## src/rtl/ttf_pkg.sv

```systemverilog
// ----------------------------------------------------------------------------
// Term format parser package
// Shared types, tag constants and codes of the term format stream parser.
// ----------------------------------------------------------------------------
package ttf_pkg;

  localparam int unsigned LengthWidth = 32;

  localparam logic [7:0] MagicByte     = 8'd131;
  localparam logic [7:0] TagSmallInt   = 8'd97;
  localparam logic [7:0] TagInt        = 8'd98;
  localparam logic [7:0] TagSmallTuple = 8'd104;
  localparam logic [7:0] TagNil        = 8'd106;
  localparam logic [7:0] TagString     = 8'd107;
  localparam logic [7:0] TagList       = 8'd108;
  localparam logic [7:0] TagBinary     = 8'd109;
  localparam logic [7:0] KeyLimitReset = 8'd33 - 8'd1;

  typedef enum logic [4:0] {
    PhMagic, PhTuple, PhArity, PhKeyTag, PhKeyLen, PhKeyData,
    PhValTag, PhVSmall, PhVInt, PhBinLen, PhBinData, PhStrLen,
    PhStrData, PhListLen, PhLTag, PhLElem, PhLNil
  } phase_e;

  typedef enum logic [2:0] {
    EvKey  = 3'd0,
    EvInt  = 3'd1,
    EvElem = 3'd2,
    EvBlob = 3'd3,
    EvEnd  = 3'd4,
    EvErr  = 3'd5
  } event_e;

  typedef enum logic [1:0] {
    KindNil  = 2'd0,
    KindInt  = 2'd1,
    KindList = 2'd2,
    KindBin  = 2'd3
  } kind_e;

  typedef enum logic [2:0] {
    ErrNone  = 3'd0,
    ErrMagic = 3'd1,
    ErrTuple = 3'd2,
    ErrArity = 3'd3,
    ErrTag   = 3'd4,
    ErrZero  = 3'd5
  } err_e;

  typedef struct packed {
    event_e             event_res;
    logic signed [31:0] data;
    logic [31:0]        position;
    logic [1:0]         arity;
    kind_e              value_kind;
    err_e               error_code;
    logic               ends_message;
  } result_t;

endpackage

```

## src/rtl/ttf_parser.sv

```systemverilog
// ----------------------------------------------------------------------------
// Term format parser step logic
// Holds the parse state and the key limit register and turns one accepted
// byte into the next state and at most one result.
// ----------------------------------------------------------------------------
module ttf_parser (
  input  logic             clk_i,
  input  logic             rst_ni,
  input  logic             cfg_we_i,
  input  logic [7:0]       cfg_wdata_i,
  input  logic             accept_i,
  input  logic [7:0]       byte_i,
  output logic             res_valid_o,
  output ttf_pkg::result_t res_o
);

  localparam int unsigned LenW = ttf_pkg::LengthWidth;

  ttf_pkg::phase_e phase_q, phase_d;
  logic [2:0]      cnt_q, cnt_d;
  logic [31:0]     word_q, word_d;
  logic [LenW-1:0] rem_q, rem_d;
  logic [31:0]     elem_q, elem_d;
  logic [1:0]      arity_q, arity_d;
  ttf_pkg::kind_e  kind_q, kind_d;
  logic            wide_q, wide_d;
  logic [7:0]      key_limit_q;

  logic [2:0]      cnt_inc;
  logic [31:0]     word_shift;
  logic [LenW-1:0] rem_dec;
  logic            rem_zero;
  logic [LenW-1:0] len_word;
  logic [LenW-1:0] len_str;
  logic            shown;
  logic            emit;
  ttf_pkg::event_e ev;
  logic [31:0]     ev_data;
  logic [31:0]     ev_pos;
  ttf_pkg::err_e   ev_err;
  logic            ev_ends;

  assign cnt_inc    = cnt_q + 3'd1;
  assign word_shift = {word_q[23:0], byte_i};
  assign rem_dec    = rem_q - LenW'(1);
  assign rem_zero   = (rem_dec == '0);
  assign len_word   = word_shift[LenW-1:0];
  assign len_str    = LenW'(word_shift[15:0]);
  assign shown      = (elem_q < {24'd0, key_limit_q});

  always_comb begin
    phase_d = phase_q;
    cnt_d   = cnt_q;
    word_d  = word_q;
    rem_d   = rem_q;
    elem_d  = elem_q;
    arity_d = arity_q;
    kind_d  = kind_q;
    wide_d  = wide_q;
    emit    = 1'b0;
    ev      = ttf_pkg::EvEnd;
    ev_data = 32'd0;
    ev_pos  = 32'd0;
    ev_err  = ttf_pkg::ErrNone;
    ev_ends = 1'b0;
    unique case (phase_q)
      ttf_pkg::PhMagic: begin
        arity_d = 2'd0;
        kind_d  = ttf_pkg::KindNil;
        if (byte_i != ttf_pkg::MagicByte) begin
          emit = 1'b1; ev = ttf_pkg::EvErr; ev_err = ttf_pkg::ErrMagic; ev_ends = 1'b1;
        end else begin
          phase_d = ttf_pkg::PhTuple;
        end
      end
      ttf_pkg::PhTuple: begin
        if (byte_i != ttf_pkg::TagSmallTuple) begin
          emit = 1'b1; ev = ttf_pkg::EvErr; ev_err = ttf_pkg::ErrTuple; ev_ends = 1'b1;
        end else begin
          phase_d = ttf_pkg::PhArity;
        end
      end
      ttf_pkg::PhArity: begin
        if (byte_i > 8'd2) begin
          emit = 1'b1; ev = ttf_pkg::EvErr; ev_err = ttf_pkg::ErrArity; ev_ends = 1'b1;
        end else begin
          arity_d = byte_i[1:0];
          if (byte_i == 8'd0) begin
            emit = 1'b1; ev_ends = 1'b1;
          end else begin
            phase_d = ttf_pkg::PhKeyTag;
          end
        end
      end
      ttf_pkg::PhKeyTag: begin
        if (byte_i != ttf_pkg::TagBinary) begin
          emit = 1'b1; ev = ttf_pkg::EvErr; ev_err = ttf_pkg::ErrTag; ev_ends = 1'b1;
        end else begin
          cnt_d = 3'd0; word_d = 32'd0; phase_d = ttf_pkg::PhKeyLen;
        end
      end
      ttf_pkg::PhKeyLen: begin
        word_d = word_shift;
        if (cnt_inc >= 3'd4) begin
          cnt_d  = 3'd0;
          rem_d  = len_word;
          elem_d = 32'd0;
          if (len_word != '0) begin
            phase_d = ttf_pkg::PhKeyData;
          end else if (arity_q == 2'd1) begin
            emit = 1'b1; ev_ends = 1'b1;
          end else begin
            phase_d = ttf_pkg::PhValTag;
          end
        end else begin
          cnt_d = cnt_inc;
        end
      end
      ttf_pkg::PhKeyData: begin
        elem_d  = elem_q + 32'd1;
        rem_d   = rem_dec;
        ev_data = {24'd0, byte_i};
        ev_pos  = elem_q;
        ev      = ttf_pkg::EvKey;
        emit    = shown;
        if (rem_zero) begin
          if (arity_q == 2'd1) begin
            emit    = 1'b1;
            ev_ends = 1'b1;
            if (!shown) begin
              ev = ttf_pkg::EvEnd; ev_data = 32'd0; ev_pos = 32'd0;
            end
          end else begin
            phase_d = ttf_pkg::PhValTag;
          end
        end
      end
      ttf_pkg::PhValTag: begin
        case (byte_i)
          ttf_pkg::TagNil: begin
            kind_d = ttf_pkg::KindNil; emit = 1'b1; ev_ends = 1'b1;
          end
          ttf_pkg::TagSmallInt: begin
            kind_d = ttf_pkg::KindInt; phase_d = ttf_pkg::PhVSmall;
          end
          ttf_pkg::TagInt: begin
            kind_d = ttf_pkg::KindInt; cnt_d = 3'd0; word_d = 32'd0;
            phase_d = ttf_pkg::PhVInt;
          end
          ttf_pkg::TagBinary: begin
            kind_d = ttf_pkg::KindBin; cnt_d = 3'd0; word_d = 32'd0;
            phase_d = ttf_pkg::PhBinLen;
          end
          ttf_pkg::TagString: begin
            kind_d = ttf_pkg::KindList; cnt_d = 3'd0; word_d = 32'd0;
            phase_d = ttf_pkg::PhStrLen;
          end
          ttf_pkg::TagList: begin
            kind_d = ttf_pkg::KindList; cnt_d = 3'd0; word_d = 32'd0;
            phase_d = ttf_pkg::PhListLen;
          end
          default: begin
            emit = 1'b1; ev = ttf_pkg::EvErr; ev_err = ttf_pkg::ErrTag; ev_ends = 1'b1;
          end
        endcase
      end
      ttf_pkg::PhVSmall: begin
        emit = 1'b1; ev = ttf_pkg::EvInt; ev_data = {24'd0, byte_i}; ev_ends = 1'b1;
      end
      ttf_pkg::PhVInt: begin
        word_d = word_shift;
        if (cnt_inc >= 3'd4) begin
          cnt_d = 3'd0;
          emit = 1'b1; ev = ttf_pkg::EvInt; ev_data = word_shift; ev_ends = 1'b1;
        end else begin
          cnt_d = cnt_inc;
        end
      end
      ttf_pkg::PhBinLen, ttf_pkg::PhStrLen, ttf_pkg::PhListLen: begin
        word_d = word_shift;
        if (cnt_inc >= ((phase_q == ttf_pkg::PhStrLen) ? 3'd2 : 3'd4)) begin
          cnt_d  = 3'd0;
          rem_d  = (phase_q == ttf_pkg::PhStrLen) ? len_str : len_word;
          elem_d = 32'd0;
          if (rem_d == '0) begin
            emit = 1'b1; ev = ttf_pkg::EvErr; ev_err = ttf_pkg::ErrZero; ev_ends = 1'b1;
          end else if (phase_q == ttf_pkg::PhBinLen) begin
            phase_d = ttf_pkg::PhBinData;
          end else if (phase_q == ttf_pkg::PhStrLen) begin
            phase_d = ttf_pkg::PhStrData;
          end else begin
            phase_d = ttf_pkg::PhLTag;
          end
        end else begin
          cnt_d = cnt_inc;
        end
      end
      ttf_pkg::PhBinData, ttf_pkg::PhStrData: begin
        elem_d  = elem_q + 32'd1;
        rem_d   = rem_dec;
        emit    = 1'b1;
        ev      = (phase_q == ttf_pkg::PhBinData) ? ttf_pkg::EvBlob : ttf_pkg::EvElem;
        ev_data = {24'd0, byte_i};
        ev_pos  = elem_q;
        ev_ends = rem_zero;
      end
      ttf_pkg::PhLTag: begin
        if (byte_i == ttf_pkg::TagSmallInt || byte_i == ttf_pkg::TagInt) begin
          wide_d  = (byte_i == ttf_pkg::TagInt);
          cnt_d   = 3'd0;
          word_d  = 32'd0;
          phase_d = ttf_pkg::PhLElem;
        end else begin
          emit = 1'b1; ev = ttf_pkg::EvErr; ev_err = ttf_pkg::ErrTag; ev_ends = 1'b1;
        end
      end
      ttf_pkg::PhLElem: begin
        word_d = word_shift;
        if (cnt_inc >= (wide_q ? 3'd4 : 3'd1)) begin
          cnt_d   = 3'd0;
          elem_d  = elem_q + 32'd1;
          rem_d   = rem_dec;
          phase_d = rem_zero ? ttf_pkg::PhLNil : ttf_pkg::PhLTag;
          emit    = 1'b1;
          ev      = ttf_pkg::EvElem;
          ev_data = word_shift;
          ev_pos  = elem_q;
        end else begin
          cnt_d = cnt_inc;
        end
      end
      ttf_pkg::PhLNil: begin
        emit    = 1'b1;
        ev_ends = 1'b1;
        if (byte_i != ttf_pkg::TagNil) begin
          ev = ttf_pkg::EvErr; ev_err = ttf_pkg::ErrTag;
        end
      end
      default: begin
        emit = 1'b1; ev = ttf_pkg::EvErr; ev_err = ttf_pkg::ErrMagic; ev_ends = 1'b1;
      end
    endcase
    if (emit && ev_ends) begin
      phase_d = ttf_pkg::PhMagic;
    end
  end

  always_comb begin
    res_valid_o        = accept_i && emit;
    res_o.event_res    = ev;
    res_o.data         = ev_data;
    res_o.position     = ev_pos;
    res_o.arity        = arity_d;
    res_o.value_kind   = kind_d;
    res_o.error_code   = ev_err;
    res_o.ends_message = ev_ends;
  end

  always_ff @(posedge clk_i or negedge rst_ni) begin
    if (!rst_ni) begin
      phase_q     <= ttf_pkg::PhMagic;
      cnt_q       <= 3'd0;
      word_q      <= 32'd0;
      rem_q       <= '0;
      elem_q      <= 32'd0;
      arity_q     <= 2'd0;
      kind_q      <= ttf_pkg::KindNil;
      wide_q      <= 1'b0;
      key_limit_q <= ttf_pkg::KeyLimitReset;
    end else begin
      if (cfg_we_i) begin
        key_limit_q <= cfg_wdata_i;
      end
      if (accept_i) begin
        phase_q <= phase_d;
        cnt_q   <= cnt_d;
        word_q  <= word_d;
        rem_q   <= rem_d;
        elem_q  <= elem_d;
        arity_q <= arity_d;
        kind_q  <= kind_d;
        wide_q  <= wide_d;
      end
    end
  end

endmodule

```

## src/rtl/ttf_out_reg.sv

```systemverilog
// ----------------------------------------------------------------------------
// Term format parser result register
// Holds one result until the downstream side takes it and tells the input
// side whether a new byte may be taken in this cycle.
// ----------------------------------------------------------------------------
module ttf_out_reg (
  input  logic             clk_i,
  input  logic             rst_ni,
  input  logic             load_i,
  input  ttf_pkg::result_t res_i,
  input  logic             take_i,
  output logic             free_o,
  output logic             valid_o,
  output ttf_pkg::result_t res_o
);

  logic             valid_q, valid_d;
  ttf_pkg::result_t res_q;

  assign free_o  = !valid_q || take_i;
  assign valid_d = free_o ? load_i : valid_q;
  assign valid_o = valid_q;
  assign res_o   = res_q;

  always_ff @(posedge clk_i or negedge rst_ni) begin
    if (!rst_ni) begin
      valid_q <= 1'b0;
    end else begin
      valid_q <= valid_d;
    end
  end

  always_ff @(posedge clk_i) begin
    if (load_i) begin
      res_q <= res_i;
    end
  end

endmodule

```

## src/rtl/term_format_stream_parser_core.sv

```systemverilog
// ----------------------------------------------------------------------------
// Term format stream parser
// Parses magic, small tuple, binary key and optional value one byte a
// transfer and streams out key bytes, values, list elements and blob bytes.
// ----------------------------------------------------------------------------
// One byte is taken in every cycle unless the result register is full and stalled; its result,
// if any, appears on the master side in the next cycle from a single result register, and a
// new byte is taken whenever that register is empty or is being emptied in the same cycle.
// The rate is set by the one-step parse logic between the state registers and the result
// register: one byte per cycle while the master side is not stalling.
module term_format_stream_parser_core (
  input  logic        clk_i,
  input  logic        rst_ni,
  input  logic        cfg_we_i,
  input  logic [7:0]  cfg_wdata_i,        // key_limit
  input  logic        s_axis_tvalid_i,
  output logic        s_axis_tready_o,
  input  logic [7:0]  s_axis_tdata_i,     // byte_in
  output logic        m_axis_tvalid_o,
  input  logic        m_axis_tready_i,
  output logic [71:0] m_axis_tdata_o,     // data, position, arity, error_code, zero fill
  output logic [4:0]  m_axis_tuser_o,     // event_res, value_kind
  output logic        m_axis_tlast_o      // ends_message
);

  logic             accept;
  logic             res_valid;
  logic             free;
  ttf_pkg::result_t res;
  ttf_pkg::result_t out_res;

  assign s_axis_tready_o = free;
  assign accept          = s_axis_tvalid_i && free;

  ttf_parser u_parser (
    .clk_i       (clk_i),
    .rst_ni      (rst_ni),
    .cfg_we_i    (cfg_we_i),
    .cfg_wdata_i (cfg_wdata_i),
    .accept_i    (accept),
    .byte_i      (s_axis_tdata_i),
    .res_valid_o (res_valid),
    .res_o       (res)
  );

  ttf_out_reg u_out_reg (
    .clk_i   (clk_i),
    .rst_ni  (rst_ni),
    .load_i  (res_valid),
    .res_i   (res),
    .take_i  (m_axis_tready_i),
    .free_o  (free),
    .valid_o (m_axis_tvalid_o),
    .res_o   (out_res)
  );

  assign m_axis_tdata_o = {3'd0, out_res.error_code, out_res.arity,
                           out_res.position, out_res.data};
  assign m_axis_tuser_o = {out_res.value_kind, out_res.event_res};
  assign m_axis_tlast_o = out_res.ends_message;

endmodule

```

## config.mk

```make
export PLATFORM = sky130hd
export DESIGN_NAME = term_format_stream_parser_core
export DESIGN_NICKNAME = d
export VERILOG_FILES = /design/src/rtl/ttf_pkg.sv /design/src/rtl/ttf_parser.sv /design/src/rtl/ttf_out_reg.sv /design/src/rtl/term_format_stream_parser_core.sv
export SDC_FILE = /design/constraint.sdc
export NUM_CORES = 1
export LEC_CHECK = 0
export BUFFER_PORTS_ARGS = -buffer_cell sky130_fd_sc_hd__buf_2
export CORE_MARGIN = 4
export CORE_UTILIZATION = 25
export CTS_BUF_LIST = sky130_fd_sc_hd__clkbuf_4 sky130_fd_sc_hd__clkbuf_8
export DETAILED_ROUTE_END_ITERATION = 8
export PLACE_DENSITY = 0.38
export SLEW_MARGIN = 20
export SYNTH_ARGS = -nofsm -noshare
export SYNTH_HDL_FRONTEND = slang
export SYNTH_SLANG_ARGS = --single-unit
export TNS_END_PERCENT = 30
```

## constraint.sdc

```tcl
create_clock -name clk_i -period 9.25 [get_ports clk_i]
set_clock_uncertainty 0.2 [all_clocks]
set_input_delay 0.925 -clock clk_i [delete_from_list [all_inputs] [get_ports clk_i]]
set_output_delay 0.925 -clock clk_i [all_outputs]
set_load 0.005 [all_outputs]
```

==> results.json <==
{
  "detail_route.vias_per_cell": 4.95,
  "dr.first_iter.drc_count": 492,
  "postSynth.asyncResetShare_pct": 59.5,
  "num_io_pins": 101,
  "grt_pass1_vias": 8452,
  "power.static_leakage_nw": 4.72,
  "fillerInstances": 4353,
  "relSlewSlack_pct": 29.2,
  "detail_route.drc_violations": 0,
  "globalRoute.totalOverflow": 0,
  "yosysSeqAreaShare_pct": 48.9,
  "outcome": "finished, final reports clean",
  "count_of_buffers_added_by_post_cts_timing_repair_for_setup": 0,
  "post_cts_hold_buffer_count": 0,
  "cts.htree.levels": 4,
  "grt_start_max_net_pins": 69,
  "final.period_utilization_pct": 61.7,
  "cp_num_buf_inv": 2,
  "grt_antenna_before_repair": 0,
  "critPathMaxFanout": 51,
  "post_cts.resized_instances": 0,
  "unrepaired_setup_endpoints_after_global_routing": "false",
  "synth_edf_count": 75,
  "drt_wl_total_um": 32700,
  "postSynthCellCount": 1123,
  "placementRows": 73,
  "drt-pass1-iter-count": 5,
  "track_usage_pct": 14.8,
  "yosysWarningCount": 0,
  "share_clk_of_total_power_pct": 38.1,
  "hold_violations": 0,
  "timing.critical_path.required_ns": 9.17,
  "criticalPathCategory": "flop to flop",
  "timing.critical_path.to_type": "flop",
  "pwr-share-seq_pct": 57.2,
  "cpPeakStageDelay_ns": 0.64,
  "final_cell_area_um2": 11600,
  "chipWidth_um": 210,
  "synth.largest_area_cell": "sky130_fd_sc_hd__dfrtp_1",
  "critical_path_source_type": "flop",
  "syn2layout_area_growth_pct": 13.5,
  "period_needed_ns": 5.71,
  "yosys_most_used_dff": "sky130_fd_sc_hd__dfrtp_1",
  "gp_routability_congestion": 0.886,
  "maxClockFrequency_ghz": 0.175,
  "finalSetupViolCount": 0,
  "ir_worst_vdd_mv": 0.0862,
  "cell_area_reported_after_detailed_placement_um2": 11200,
  "detailedPlace.worstSlack_ns": 3.54,
  "ys_top_cells_by_area": "sky130_fd_sc_hd__dfrtp_1 (27%), sky130_fd_sc_hd__edfxtp_1 (22%), sky130_fd_sc_hd__o21ai_0 (6.5%)",
  "vias": 8518,
  "worst_path_dominant_cell_family": "simple AND/OR/NAND/NOR gates",
  "tritoncts": "done",
  "timing.hold.worst.class": "flop to flop",
  "setup_tns_ns": 0,
  "die_area_um2": 44200,
  "placement.io_buffers": 97,
  "initial_core_util_pct": 25.5,
  "grt_first_pass_wirelength_um": 51600,
  "ys_seq_elements": 185,
  "max-cap-violations": 0,
  "timing.final.ws_setup_ns": 3.54,
  "post_synth_num_cell_types": 69,
  "floorplan_core_area_um2": 40100,
  "power_switching_uw": 384,
  "hpwl_um": 22500,
  "report.final.slew_viol_count": 0,
  "yosysMostFrequentCell": "sky130_fd_sc_hd__nand2_1",
  "final.hold.worst_slack_ns": 0.307,
  "clock_slew_seen_by_the_registers_of_the_worst_setup_and_hold_paths_ns": 0.11,
  "cell_with_the_biggest_individual_delay_on_the_critical_path": "sky130_fd_sc_hd__buf_4",
  "post_route_cells_drive_above_1_share_pct": 14.4,
  "diodes": 0,
  "clock-root-buffer": "sky130_fd_sc_hd__clkbuf_8",
  "num-nets-final": 1220,
  "comb_power_share_pct": 4.6,
  "syn_area_um2": 10200,
  "area_share_of_the_largest_cell_type_after_synthesis_pct": 26.7,
  "cp.arrival_ns": 5.63,
  "synth_area_per_cell_um2": 9.11,
  "power_per_cell_area_nw_per_um2": 132,
  "clkLatencyLatePin_ns": 0.50,
  "clock_path_buffers": 2,
  "clock_sinks": 185,
  "timing.critical_path.cells": "inv_1 -> ha_1 -> or4b_1 -> or4_1 -> o41ai_2 -> nand4_1 -> nor4_1 -> nor4b_2 -> a31oi_1 -> nor2_4 -> buf_4",
  "worstMarginPinSlew_ns": 1.06,
  "p_sw_share_pct": 25.1,
  "leading_post_synthesis_cells_by_instance_count": "sky130_fd_sc_hd__nand2_1 (147), sky130_fd_sc_hd__o21ai_0 (132), sky130_fd_sc_hd__dfrtp_1 (109), sky130_fd_sc_hd__nor2_1 (86), sky130_fd_sc_hd__edfxtp_1 (75)",
  "detail_route.wl_per_cell_um": 19.0,
  "tritoncts.num_buffers": 17,
  "intPower_mw": 1.14,
  "route.antenna.remaining_nets": 0,
  "floorplan.die.height_um": 210
}
path summary, 6_finish.rpt:
| kind | end | start | slack, ns | depth (start not counted) |
|---|---|---|---|---|
| max | u_out_reg.res_o[17]$_DFFE_PP_ | u_parser.rem_q[0]$_DFFE_PN0P_ | 3.54 | 11 |
| min | u_parser.kind_q[1]$_DFFE_PN0P_ | u_parser.kind_q[1]$_DFFE_PN0P_ | 0.31 | 2 |
| max reg2reg | u_out_reg.res_o[17]$_DFFE_PP_ | u_parser.rem_q[0]$_DFFE_PN0P_ | 3.54 | 11 |
| min reg2reg | u_parser.kind_q[1]$_DFFE_PN0P_ | u_parser.kind_q[1]$_DFFE_PN0P_ | 0.31 | 2 |
| max in group asynchronous | u_parser.elem_q[8]$_DFFE_PN0P_ | rst_ni | 7.20 | 2 |
| min in group asynchronous | u_parser.key_limit_q[1]$_DFFE_PN0P_ | rst_ni | 0.32 | 1 |
layout by cell type (no fill, tap or decap), drive strengths merged, types with 7 or more instances in the layout:
| master | synthesis | routed |
|---|---|---|
| buf | 11 | 111 |
| inv | 32 | 35 |
| clkbuf | 61 | 20 |
| xnor2 | 13 | 13 |
| ha | 15 | 15 |
| a31oi | 12 | 12 |
| nor4b | 8 | 8 |
| nand2 | 147 | 147 |
| dfrtp | 109 | 109 |
| a22oi | 8 | 8 |
| and2 | 68 | 68 |
| nand3 | 22 | 22 |
| xor2 | 14 | 14 |
| nand4 | 21 | 21 |
| nand2b | 12 | 12 |
| nor2b | 15 | 15 |
| or2 | 8 | 8 |
| o21ai | 132 | 132 |
| nor2 | 86 | 86 |
| edfxtp | 75 | 75 |
| o21a | 9 | 9 |
| or3 | 11 | 11 |
| and3 | 15 | 15 |
| a21o | 7 | 7 |
| nor3 | 30 | 30 |
| a21oi | 50 | 50 |
| nor4 | 34 | 34 |
layout make-up:
cell class,count,area (µm²),share of cell area (%)
clock buffer,19,255,2.20
clock inverter,13,146,1.26
inverter,32,120,1.03
multi-input combinational,836,4820,41.6
sequential,185,5010,43.1
tap,525,657,5.66
timing repair buffer,112,598,5.15
state kept, by name, summed over array words and instances (netlist names), 3 cells and up:
register and count:
u_out_reg.res_o 75, u_parser.elem_q 32, u_parser.rem_q 32, u_parser.word_q 24, u_parser.key_limit_q 8, u_parser.phase_q 5, u_parser.cnt_q 3
worst reg2reg max path: stages (launching register included):
cell and delay (ns):
sky130_fd_sc_hd__dfrtp_1 0.50, sky130_fd_sc_hd__inv_1 0.10, sky130_fd_sc_hd__ha_1 0.37, sky130_fd_sc_hd__or4b_1 0.54, sky130_fd_sc_hd__or4_1 0.61, sky130_fd_sc_hd__o41ai_2 0.43
sky130_fd_sc_hd__nand4_1 0.12, sky130_fd_sc_hd__nor4_1 0.21, sky130_fd_sc_hd__nor4b_2 0.63, sky130_fd_sc_hd__a31oi_1 0.27, sky130_fd_sc_hd__nor2_4 0.62, sky130_fd_sc_hd__buf_4 0.64
power by group through the flow:
stage | combinational, mW | sequential, mW | clock, mW
floorplan | 0.0252 | 0.895 | 0
global placement | 0.0744 | 0.892 | 0
detailed placement | 0.0741 | 0.892 | 0
CTS | 0.0743 | 0.875 | 0.618
global route | 0.0800 | 0.877 | 0.647
finish | 0.0709 | 0.875 | 0.583
through the flow:
stage / total power, mW / cells / utilization [%]
2_1_floorplan: 0.921 / 1125 / -
3_3_place_gp: 0.967 / 1689 / 27.9
4_1_cts: 1.57 / 1721 / 28.9
3_5_place_dp: 0.966 / 1689 / 27.9
6_report: 1.53 / 1722 / 28.9
5_1_grt: 1.60 / 1722 / 28.9
routing by layer:
layer	global-route usage (%)	part of all wire, %
met5	0	0
met4	3.69	1.7
met3	2.71	3.8
met2	23.8	47
met1	20.8	48
logic make-up (layout without fill, tap and decap cells):
kind of cell	Yosys count	count (layout)	share of synthesized area (%)
xor gates and xnor gates	27	27	2.31
other	1	3	0.0367
and+or+nand+nor	506	506	25.6
DFF	185	185	48.9
AOI/OAI and AO/OA	280	280	16.6
buffers and inverters	104	176	4.09
muxes	5	5	0.550
adders and majority gates	15	15	1.83
(Power assumes the default switching activity.)
